**config.mk**
```make
export PLATFORM = sky130hd
export DESIGN_NAME = alarm_table_with_expiry_scan
export DESIGN_NICKNAME = d
export VERILOG_FILES = /design/src/rtl/atws_pkg.sv /design/src/rtl/atws_ram.sv /design/src/rtl/alarm_table_with_expiry_scan.sv
export SDC_FILE = /design/constraint.sdc
export NUM_CORES = 2
export LEC_CHECK = 0
export ABC_AREA = 1
export BUFFER_PORTS_ARGS = -buffer_cell sky130_fd_sc_hd__buf_4
export CAP_MARGIN = 25
export CELL_PAD_IN_SITES_DETAIL_PLACEMENT = 2
export CELL_PAD_IN_SITES_GLOBAL_PLACEMENT = 2
export CORE_MARGIN = 3
export CORE_UTILIZATION = 30
export CTS_CLUSTER_SIZE = 16
export DETAILED_ROUTE_END_ITERATION = 10
export HOLD_SLACK_MARGIN = 0.06
export PLACE_DENSITY = 0.67
export SYNTH_ARGS = -nofsm -noshare
export SYNTH_HDL_FRONTEND = slang
export SYNTH_HIERARCHICAL = 1
export SYNTH_SLANG_ARGS = --single-unit
export TNS_END_PERCENT = 20
```
**constraint.sdc**
```tcl
create_clock -name clk -period 11.95 [get_ports clk]
set_input_delay 1.195 -clock clk [delete_from_list [all_inputs] [get_ports clk]]
set_output_delay 1.195 -clock clk [all_outputs]
set_load 0.02 [all_outputs]
```
**src/rtl/atws_pkg.sv**
```systemverilog
`timescale 1ns / 1ps

package atws_pkg;

  // Default number of alarm slots
  localparam int ALARM_SLOTS_DEF = 16;

  // Most results that one tick may give
  localparam int RESULT_LIMIT = 16;
  localparam int FIRE_W       = $clog2(RESULT_LIMIT);

  // Slot record in RAM: trigger time over alarm id
  localparam int TRIG_W = 64;
  localparam int IDENT_W = 32;
  localparam int SLOT_W = TRIG_W + IDENT_W;

  typedef enum logic [1:0] {
    KIND_SET    = 2'd0,
    KIND_CANCEL = 2'd1,
    KIND_TICK   = 2'd2
  } kind_t;

  typedef enum logic [2:0] {
    STAT_SET_OK    = 3'd0,
    STAT_FULL      = 3'd1,
    STAT_CANCELLED = 3'd2,
    STAT_NOT_FOUND = 3'd3,
    STAT_FIRED     = 3'd4,
    STAT_NONE      = 3'd5
  } status_t;

  typedef enum logic [1:0] {
    ST_IDLE,
    ST_SCAN,
    ST_RESOLVE
  } state_t;

  typedef struct packed {
    kind_t               kind;
    logic [TRIG_W-1:0]   due_time;
    logic [IDENT_W-1:0]  cancel_tag;
    logic [TRIG_W-1:0]   now;
  } in_t;

  typedef struct packed {
    status_t             status;
    logic [IDENT_W-1:0]  id;
    logic                last;
  } out_t;

endpackage

```
**src/rtl/atws_ram.sv**
```systemverilog
`timescale 1ns / 1ps

module atws_ram #(
  parameter int WIDTH = 8,
  parameter int DEPTH = 16,
  localparam int AW = (DEPTH > 1) ? $clog2(DEPTH) : 1
) (
  input  logic             clk,
  input  logic             we,
  input  logic [AW-1:0]    waddr,
  input  logic [WIDTH-1:0] wdata,
  input  logic [AW-1:0]    raddr,
  output logic [WIDTH-1:0] rdata
);

  logic [WIDTH-1:0] mem [DEPTH];

  // Write one entry, register the read
  always_ff @(posedge clk) begin
    if (we) begin
      mem[waddr] <= wdata;
    end
    rdata <= mem[raddr];
  end

endmodule

```
**src/rtl/alarm_table_with_expiry_scan.sv**
```systemverilog
`timescale 1ns / 1ps

// Channel   Ports                   Handshake
// --------  ----------------------  ------------------------------------------
// item      item (in_t)             beat taken when start is high, busy is low
// result    result (out_t)          beat shown for one cycle with result_valid
//
// Set and cancel scan all slots once through the slot RAM read port; a tick
// scans them in one pass per result, up to RESULT_LIMIT passes. Each result
// is registered from the resolve step that closes its pass. Kind 3 is taken
// and dropped.
// Reset clears the active bits and the id counter; no clearing pass.
// The receiver cannot stall; busy holds off new items during a scan.

module alarm_table_with_expiry_scan
  import atws_pkg::*;
#(
  parameter int ALARM_SLOTS = ALARM_SLOTS_DEF
) (
  input  logic clk,
  input  logic rst,
  input  logic start,
  output logic busy,
  input  in_t  item,
  output logic result_valid,
  output out_t result
);

  localparam int IDX_W = (ALARM_SLOTS > 1) ? $clog2(ALARM_SLOTS) : 1;
  localparam int CNT_W = $clog2(ALARM_SLOTS + 1);
  localparam logic [IDX_W-1:0] LAST_IDX = IDX_W'(ALARM_SLOTS - 1);
  localparam logic [CNT_W-1:0] SCAN_END = CNT_W'(ALARM_SLOTS);
  localparam logic [FIRE_W-1:0] FIRE_LAST = FIRE_W'(RESULT_LIMIT - 1);

  state_t state, state_next;

  in_t                cur;
  logic [ALARM_SLOTS-1:0] slot_active;
  logic [IDENT_W-1:0] next_ident;

  logic [CNT_W-1:0]   scan_cnt;
  logic               rd_en;
  logic               eval_valid;
  logic [IDX_W-1:0]   eval_idx;

  logic               found;
  logic               multi;
  logic [IDX_W-1:0]   best_idx;
  logic [IDENT_W-1:0] best_age;
  logic [IDENT_W-1:0] best_ident;
  logic [FIRE_W-1:0]  fire_cnt;

  logic               ram_we;
  logic [SLOT_W-1:0]  ram_wdata;
  logic [SLOT_W-1:0]  ram_rdata;
  logic [TRIG_W-1:0]  rd_trig;
  logic [IDENT_W-1:0] rd_ident;

  logic               active_e;
  logic               flag;
  logic [IDENT_W-1:0] age;

  logic               rescan;
  logic               commit_set;
  logic               free_slot;
  logic               fire;
  logic               res_valid_next;
  out_t               res_next;

  // Slot records: trigger time and id
  atws_ram #(
    .WIDTH(SLOT_W),
    .DEPTH(ALARM_SLOTS)
  ) u_slot_ram (
    .clk  (clk),
    .we   (ram_we),
    .waddr(best_idx),
    .wdata(ram_wdata),
    .raddr(scan_cnt[IDX_W-1:0]),
    .rdata(ram_rdata)
  );

  assign busy      = (state != ST_IDLE);
  assign rd_en     = (state == ST_SCAN) && (scan_cnt != SCAN_END);
  assign ram_wdata = {cur.due_time, next_ident};
  assign rd_trig   = ram_rdata[SLOT_W-1:IDENT_W];
  assign rd_ident  = ram_rdata[IDENT_W-1:0];

  // Judge the slot whose record just came out of the RAM
  always_comb begin
    active_e = slot_active[eval_idx];
    age      = next_ident - IDENT_W'(1) - rd_ident;
    case (cur.kind)
      KIND_SET:    flag = !active_e;
      KIND_CANCEL: flag = active_e && (rd_ident == cur.cancel_tag);
      KIND_TICK:   flag = active_e && (rd_trig <= cur.now);
      default:     flag = 1'b0;
    endcase
  end

  // State register
  always_ff @(posedge clk) begin
    if (rst) begin
      state <= ST_IDLE;
    end else begin
      state <= state_next;
    end
  end

  // Next state and per-pass decisions
  always_comb begin
    state_next     = state;
    ram_we         = 1'b0;
    rescan         = 1'b0;
    commit_set     = 1'b0;
    free_slot      = 1'b0;
    fire           = 1'b0;
    res_valid_next = 1'b0;
    res_next       = '{status: STAT_NONE, id: '0, last: 1'b1};
    case (state)
      ST_IDLE: begin
        if (start) begin
          case (item.kind)
            KIND_SET, KIND_CANCEL, KIND_TICK: state_next = ST_SCAN;
            default: state_next = ST_IDLE;
          endcase
        end
      end
      ST_SCAN: begin
        if (eval_valid && (eval_idx == LAST_IDX)) begin
          state_next = ST_RESOLVE;
        end
      end
      ST_RESOLVE: begin
        res_valid_next = 1'b1;
        state_next     = ST_IDLE;
        case (cur.kind)
          KIND_SET: begin
            if (found) begin
              ram_we     = 1'b1;
              commit_set = 1'b1;
              res_next   = '{status: STAT_SET_OK, id: next_ident, last: 1'b1};
            end else begin
              res_next   = '{status: STAT_FULL, id: '0, last: 1'b1};
            end
          end
          KIND_CANCEL: begin
            if (found) begin
              free_slot = 1'b1;
              res_next  = '{status: STAT_CANCELLED, id: cur.cancel_tag, last: 1'b1};
            end else begin
              res_next  = '{status: STAT_NOT_FOUND, id: '0, last: 1'b1};
            end
          end
          KIND_TICK: begin
            if (found) begin
              free_slot     = 1'b1;
              fire          = 1'b1;
              res_next      = '{status: STAT_FIRED, id: best_ident, last: 1'b1};
              // Another due alarm remains and the result limit is not hit
              if (multi && (fire_cnt != FIRE_LAST)) begin
                res_next.last = 1'b0;
                rescan        = 1'b1;
                state_next    = ST_SCAN;
              end
            end else begin
              res_next = '{status: STAT_NONE, id: '0, last: 1'b1};
            end
          end
          default: state_next = ST_IDLE;
        endcase
      end
      default: state_next = ST_IDLE;
    endcase
  end

  // Control state: active bits, id counter, scan pipeline, result strobe
  always_ff @(posedge clk) begin
    if (rst) begin
      slot_active  <= '0;
      next_ident   <= '0;
      eval_valid   <= 1'b0;
      result_valid <= 1'b0;
      scan_cnt     <= '0;
      found        <= 1'b0;
      multi        <= 1'b0;
      fire_cnt     <= '0;
    end else begin
      eval_valid   <= rd_en;
      result_valid <= res_valid_next;
      if (rd_en) begin
        scan_cnt <= scan_cnt + CNT_W'(1);
      end
      // Open a new pass
      if (((state == ST_IDLE) && start) || rescan) begin
        scan_cnt <= '0;
        found    <= 1'b0;
        multi    <= 1'b0;
      end
      if ((state == ST_IDLE) && start) begin
        fire_cnt <= '0;
      end
      // Track the pick of this pass
      if (eval_valid && flag) begin
        if (cur.kind == KIND_SET) begin
          found <= 1'b1;
        end else begin
          found <= 1'b1;
          if (found) begin
            multi <= 1'b1;
          end
        end
      end
      if (fire) begin
        fire_cnt <= fire_cnt + FIRE_W'(1);
      end
      if (commit_set) begin
        slot_active[best_idx] <= 1'b1;
        next_ident            <= next_ident + IDENT_W'(1);
      end
      if (free_slot) begin
        slot_active[best_idx] <= 1'b0;
      end
    end
  end

  // Payload: latched item, pick of the pass, result beat
  always_ff @(posedge clk) begin
    eval_idx <= scan_cnt[IDX_W-1:0];
    result   <= res_next;
    if ((state == ST_IDLE) && start) begin
      cur <= item;
    end
    if (eval_valid && flag) begin
      if (cur.kind == KIND_SET) begin
        // Lowest free slot wins
        if (!found) begin
          best_idx <= eval_idx;
        end
      end else if (!found || (age <= best_age)) begin
        // Newest wins, higher slot on equal age
        best_idx   <= eval_idx;
        best_age   <= age;
        best_ident <= rd_ident;
      end
    end
  end

endmodule
```
**Word-level counts from Yosys, hierarchy flattened**

Memory sizes are Yosys's and may differ from the RTL's. A register that Yosys moved wholly into a read port is not among the register bits.
Cells that the tools add are included.
Widths: inputs -> output; s select.

- Eq/ne operators: 13
- Magnitude comparators: 5
- Mux-type cells: 45
- Bitwise operators: 4
- Reductions and logical operators: 25
- Add/subtract/negate cells: 5

Operator list:

| cell | count |
|---|---|
| $pmux 36 s3 | 1 |
| $mux 34 | 3 |
| $le 64x64->1 | 1 |
| $mux 16 | 3 |
| $add 32x1->32 const B | 1 |
| $eq 32x32->1 | 1 |
| $le 32x32->1 | 1 |
| $sub 32x1->32 const B | 1 |
| $sub 32x32->32 | 1 |
| $mux 1 | 27 |
| $mux 4 | 5 |
| $and 16x16->16 | 1 |
| $not 16->16 | 1 |
| $or 16x16->16 | 1 |
| $lt 4x5->1 const B | 2 |
| $logic_and 1x1->1 | 8 |
| $reduce_bool 2->1 | 4 |
| $eq 2x1->1 const B | 3 |
| $eq 2x2->1 const B | 3 |
| $logic_not 2->1 | 3 |
| $pmux 2 s3 | 1 |
| $reduce_and 3->1 | 2 |
| $add 5x1->5 const B | 1 |
| $ne 5x5->1 const B | 1 |
| 16 further kinds | 21 |

- Output and inout port bits: 38
- Flip-flop bits (word level): 333
- Memory bits (writable): 1536
- Memories kept: 1
- Bits of input ports: 165

Memory list:

| memory | words | bits a word | read ports | clocked after memory_dff | wr ports | line | RTL |
|---|---|---|---|---|---|---|---|
| u_slot_ram.mem | 16 | 96 | 1 | 1 | 1 | atws_ram.sv:16 | `logic [WIDTH-1:0] mem [DEPTH];` |

**Longest topological paths before layout**

- Word-level depth: 11
- Mapped depth: 25

**By module**

The synthesis kept the hierarchy.

By module, submodules not included:

| module | area each (um^2) | instances | seq. area each (um^2) | cells each |
|---|---|---|---|---|
| atws_ram | 67643.6 | 1 | 48046.1 | 6302 |
| alarm_table_with_expiry_scan | 16588.4 | 1 | 8968.6 | 1725 |

**Least setup slack after synthesis**

Ideal clock, no wire load.

- Path type: input-to-reg
- Start point: input start
- End point: register scan_cnt[4]
- Path slack: 3106 ps
- Arrival time: 8724 ps
- Setup time: 119 ps
- Data required time: 11831 ps
- Stages: 7
- Path through: inv_1 nor2_1 nor2_1 nand2_1 inv_1 o21ai_0 a21oi_1

- Longest elaborated chain between the ends: 3

RTL lines:

| element | line | RTL |
|---|---|---|
| start: declaration | alarm_table_with_expiry_scan.sv:22 | `input logic start,` |
| $logic_and 1x1->1 | alarm_table_with_expiry_scan.sv:195 | `if (((state == ST_IDLE) && start) \|\| rescan) begin` |
| $logic_or 1x1->1 | alarm_table_with_expiry_scan.sv:195 |  |
| $reduce_or 2->1 (no source line) | -- |  |
| end signal: assignment | alarm_table_with_expiry_scan.sv:192 | `scan_cnt <= scan_cnt + CNT_W'(1);` |
| end: declaration | alarm_table_with_expiry_scan.sv:41 | `logic [CNT_W-1:0] scan_cnt;` |

Every way passes these cells.
A chain may end at the register's enable or synchronous reset.

**Worst setup path after layout**

- Start point: register next_ident[0]
- End point: register best_ident[3], enable pin

- Longest elaborated chain between the ends: 5

RTL lines:

| element | line | RTL |
|---|---|---|
| start: declaration | alarm_table_with_expiry_scan.sv:39 | `logic [IDENT_W-1:0] next_ident;` |
| start signal: assignment | alarm_table_with_expiry_scan.sv:219 | `next_ident <= next_ident + IDENT_W'(1);` |
| $sub 32x1->32 | alarm_table_with_expiry_scan.sv:92 | `age = next_ident - IDENT_W'(1) - rd_ident;` |
| $sub 32x32->32 | alarm_table_with_expiry_scan.sv:92 |  |
| named net age[30] | alarm_table_with_expiry_scan.sv:61 | `logic [IDENT_W-1:0] age;` |
| $le 32x32->1 | alarm_table_with_expiry_scan.sv:240 | `end else if (!found \|\| (age <= best_age)) begin` |
| $logic_or 1x1->1 | alarm_table_with_expiry_scan.sv:240 |  |
| $reduce_and 3->1 (no source line) | -- |  |
| end signal: assignment | alarm_table_with_expiry_scan.sv:244 | `best_ident <= rd_ident;` |
| end: declaration | alarm_table_with_expiry_scan.sv:50 | `logic [IDENT_W-1:0] best_ident;` |

The timed path passes the listed nets, and every way through them passes these cells.

==> impl_metrics.env <==
export IMPL_drive_gt1_frac=0.07738
export IMPL_route_detailed_drc=0
export IMPL_rows=193
export IMPL_rr_worst_depth=23
export IMPL_cp_start_kind="flip-flop"
export IMPL_hp_class="reg -> reg"
export IMPL_synth_top_family_by_area="simple AND/OR/NAND/NOR gates"
export IMPL_cts_htree_levels=4
export IMPL_utilization=0.3476
export IMPL_root_buffer="clkbuf_16"
export IMPL_syn_area_um2=84230
export IMPL_crit_type="reg -> reg"
export IMPL_required_ns=12.40
export IMPL_leakage_nw=40.42
export IMPL_core_area_um2=277900
export IMPL_drt_initial_drc_count=3295
export IMPL_wl_met1_um=116900
export IMPL_floorplan_initialDensity=0.3031
export IMPL_synth_compound_area_frac=0.01632
export IMPL_ys_seq_area_frac=0.6769
export IMPL_setup_viol=0
export IMPL_synth_xor_area_frac=0.006343
export IMPL_final_antenna_net_count=0
export IMPL_synth_nets=8328
export IMPL_grt_pass1_wl_um=412900
export IMPL_cap_violations=0
export IMPL_rsz0062_at_grt="false"
export IMPL_relSlewSlack=0.2626
export IMPL_holdPathStages=0
export IMPL_wl_per_cell_um=22.97
export IMPL_yosys_area_share_simple=0.1926
export IMPL_dp_hpwl_um=153300
export IMPL_fillers=29640
export IMPL_cp_max_fo=64
export IMPL_numCtsBuffers=227
export IMPL_skew_ns=0.09150
export IMPL_top_layer="met5"
export IMPL_critPathCaptureType="flip-flop"
export IMPL_port_buffers=202
export IMPL_syn2layout_area_growth_pct=14.71
export IMPL_syn_inst=8027
export IMPL_dr_wl_met3_um=10990
export IMPL_wirelength_um=277800
export IMPL_tightestPinTransition_ns=1.106
export IMPL_io_pins=203
export IMPL_grt_usage=0.1903
export IMPL_syn_area_per_cell_um2=10.49
export IMPL_ys_ff_latch=1965
export IMPL_numClockSinks=1965
export IMPL_die_w_um=535.9
export IMPL_overflow=0
export IMPL_status="finished clean"
export IMPL_antenna_found_initial=17
export IMPL_ir_worst_vdd_mv=0.1261
export IMPL_powerDensity_nw_per_um2=164.4
export IMPL_arrival_ns=6.68
export IMPL_post_cts_buffers=0
export IMPL_clockBufferDepth=4
export IMPL_fin_nets=8500
export IMPL_met2_length_um=139300
export IMPL_num_vias=58000
export IMPL_fmax_mhz=160.5
export IMPL_yosysWarningCount=6
export IMPL_place_congestion=0.8229
export IMPL_die_area_um2=287200
export IMPL_vias_per_cell=4.797
export IMPL_finalCritPeriodShare=0.5213
export IMPL_tritoncts="built"
export IMPL_die_y_um=535.9
export IMPL_grt_max_degree=195
export IMPL_slew_viol_final=0
export IMPL_grt_pass1_vias=64820
export IMPL_fin_setup_tns_ns=0
export IMPL_finalCriticalPeriod_ns=6.230
export IMPL_firstDrtPassIters=5
export IMPL_synthAdderAreaFrac=0.02029
export IMPL_hold_buffers=0
export IMPL_post_cts_resize_count=0
export IMPL_ys_types=51
export IMPL_clk_pin_slew_ns=0.06
export IMPL_clkLatencyLatePin_ns=0.90
export IMPL_muxShareOfSynthArea=0
export IMPL_hold_viol_final=0
synth_stat cells (all sizes together):
cell       n  share of area
edfxtp  1766           0.63
a21oi    108         0.0064
nand3b     4        0.00036
o211ai    24         0.0021
a31oi     14         0.0010
dfxtp    199          0.047
clkinv     4        0.00018
o21ai     55         0.0033
o31ai      3        0.00027
o21bai     2        0.00018
xnor2     24         0.0025
nor3b      3        0.00027
o221ai     5        0.00052
o22ai      1       0.000074
a21boi     2        0.00018
nor4      11        0.00082
a221oi     3        0.00031
buf      246          0.018
xor2      37         0.0038
nand2   2368           0.11
a21o       8        0.00071
nor3      58         0.0037
or2        6        0.00045
inv     1453          0.065
nor2     145         0.0071
and2       1       0.000074
o21ba      1        0.00012
o21a       9        0.00080
ha       135          0.020
a211oi     2        0.00018
fa         1        0.00024
o311a      1        0.00012
nand4     22         0.0018
nand3   1212          0.072
clkbuf    94         0.0042
worst max-delay path, stage by stage, from the launching register on:
cell and delay [ns]:
dfxtp_1 0.72, ha_1 0.28, inv_1 0.06, fa_1 0.41
o21ai_1 0.26, a21oi_1 0.20, o21ai_1 0.37, a21oi_1 0.16
o21ai_0 0.54, nand3_1 0.22, nand3_1 0.12, nand2_1 0.08
ha_1 0.28, nand2_1 0.05, inv_1 0.06, nand3_1 0.10
nor4_1 0.37, inv_1 0.09, nor2_1 0.15, nand3_1 0.11
nand3_1 0.17, nand3_1 0.16, nor2_4 0.10, buf_4 0.70
sequential cells by signal, summed over array words and instances, names as in the netlist, 2 cells and up:
register          cells
u_slot_ram/rdata     96
slot_active          16
next_ident           32
scan_cnt              5
cur                 162
result               36
state                 2
eval_idx              4
best_ident           32
best_age             32
u_slot_ram/mem     1536
best_idx              4
fire_cnt              4
final timing paths:
| path | startpoint | end | slack [ns] |
|---|---|---|---|
| min | u_slot_ram/rdata[15]$_DFF_P_ | best_ident[15]$_DFFE_PP_ | 0.43 |
| min reg2reg | u_slot_ram/rdata[15]$_DFF_P_ | best_ident[15]$_DFFE_PP_ | 0.43 |
| max reg2reg | next_ident[0]$_SDFFE_PP0P_ | best_ident[3]$_DFFE_PP_ | 5.72 |
| max | next_ident[0]$_SDFFE_PP0P_ | best_ident[3]$_DFFE_PP_ | 5.72 |
cells in the final DEF (no fill, tap or decap), types with 9 or more instances in the layout:
| cell | netlist | routed |
|---|---|---|
| buf_12 | 1 | 12 |
| nand3_1 | 1208 | 1208 |
| a21oi_1 | 108 | 108 |
| clkbuf_16 | 0 | 234 |
| nand4_1 | 21 | 21 |
| nand2_1 | 2366 | 2366 |
| nor2_4 | 4 | 22 |
| nor3_1 | 55 | 55 |
| nor4_1 | 11 | 11 |
| inv_1 | 1449 | 1448 |
| nor2_1 | 137 | 118 |
| clkinv_2 | 0 | 34 |
| xor2_1 | 37 | 37 |
| bufinv_16 | 0 | 14 |
| buf_4 | 23 | 268 |
| ha_1 | 135 | 135 |
| clkbuf_8 | 0 | 13 |
| edfxtp_1 | 1766 | 1766 |
| o211ai_1 | 24 | 24 |
| clkinv_1 | 4 | 45 |
| dfxtp_1 | 199 | 195 |
| xnor2_1 | 24 | 24 |
| clkbuf_1 | 94 | 51 |
| a31oi_1 | 14 | 14 |
| diode_2 | 0 | 13 |
| o21a_1 | 9 | 9 |
| clkinvlp_4 | 0 | 10 |
| o21ai_0 | 51 | 51 |
final cells by class:
| type | instances | area (µm²) | share of cell area |
|---|---|---|---|
| sequential | 1965 | 57030 | 0.5903 |
| multi-input combinational | 4265 | 19980 | 0.2068 |
| clock buffer | 298 | 6226 | 0.06444 |
| inverter | 1457 | 5502 | 0.05694 |
| tap | 3705 | 4636 | 0.04798 |
| timing repair buffer | 283 | 2335 | 0.02416 |
| clock inverter | 106 | 875.8 | 0.009065 |
| antenna | 13 | 32.53 | 0.0003367 |
stage by stage:
stage | power (W) | instances | worst slack [ns] | area [µm²] | hold slack [ns]
2_1_floorplan | 0.008780 | 8027 | 3.106 | 84230 | 0.3716
3_3_place_gp | 0.009231 | 11670 | 5.704 | 89400 | 0.4112
3_5_place_dp | 0.009299 | 11670 | 5.624 | 89460 | 0.4177
4_1_cts | 0.01612 | 12080 | 5.596 | 96560 | 0.3906
5_1_grt | 0.01655 | 12090 | 4.964 | 96610 | 0.4140
6_report | 0.01588 | 12090 | 5.720 | 96620 | 0.4256
report_power, final:
part | internal, W | switching, W
Sequential | 0.00766 | 0.000173
Combinational | 0.000383 | 0.000920
Clock | 0.00393 | 0.00282
Total | 0.0120 | 0.00391
layer usage:
layer	vias to the layer above	global-route usage
met3	534	0.02599
met1	29870	0.2351
li1	26490	-
met5	-	0
met2	1100	0.3362
met4	6	0.07125
cell families (layout without fill, tap and decap cells):
group                      Yosys count  after routing
AOI/OAI and AO/OA                  238            238
xor gates and xnor gates            61             61
adders and majority gates          136            136
buffers and inverters             1797           2144
DFF                               1965           1965
other                                0             13
and+or+nand+nor                   3830           3830
No activity file was read; power rests on OpenSTA's default activity.
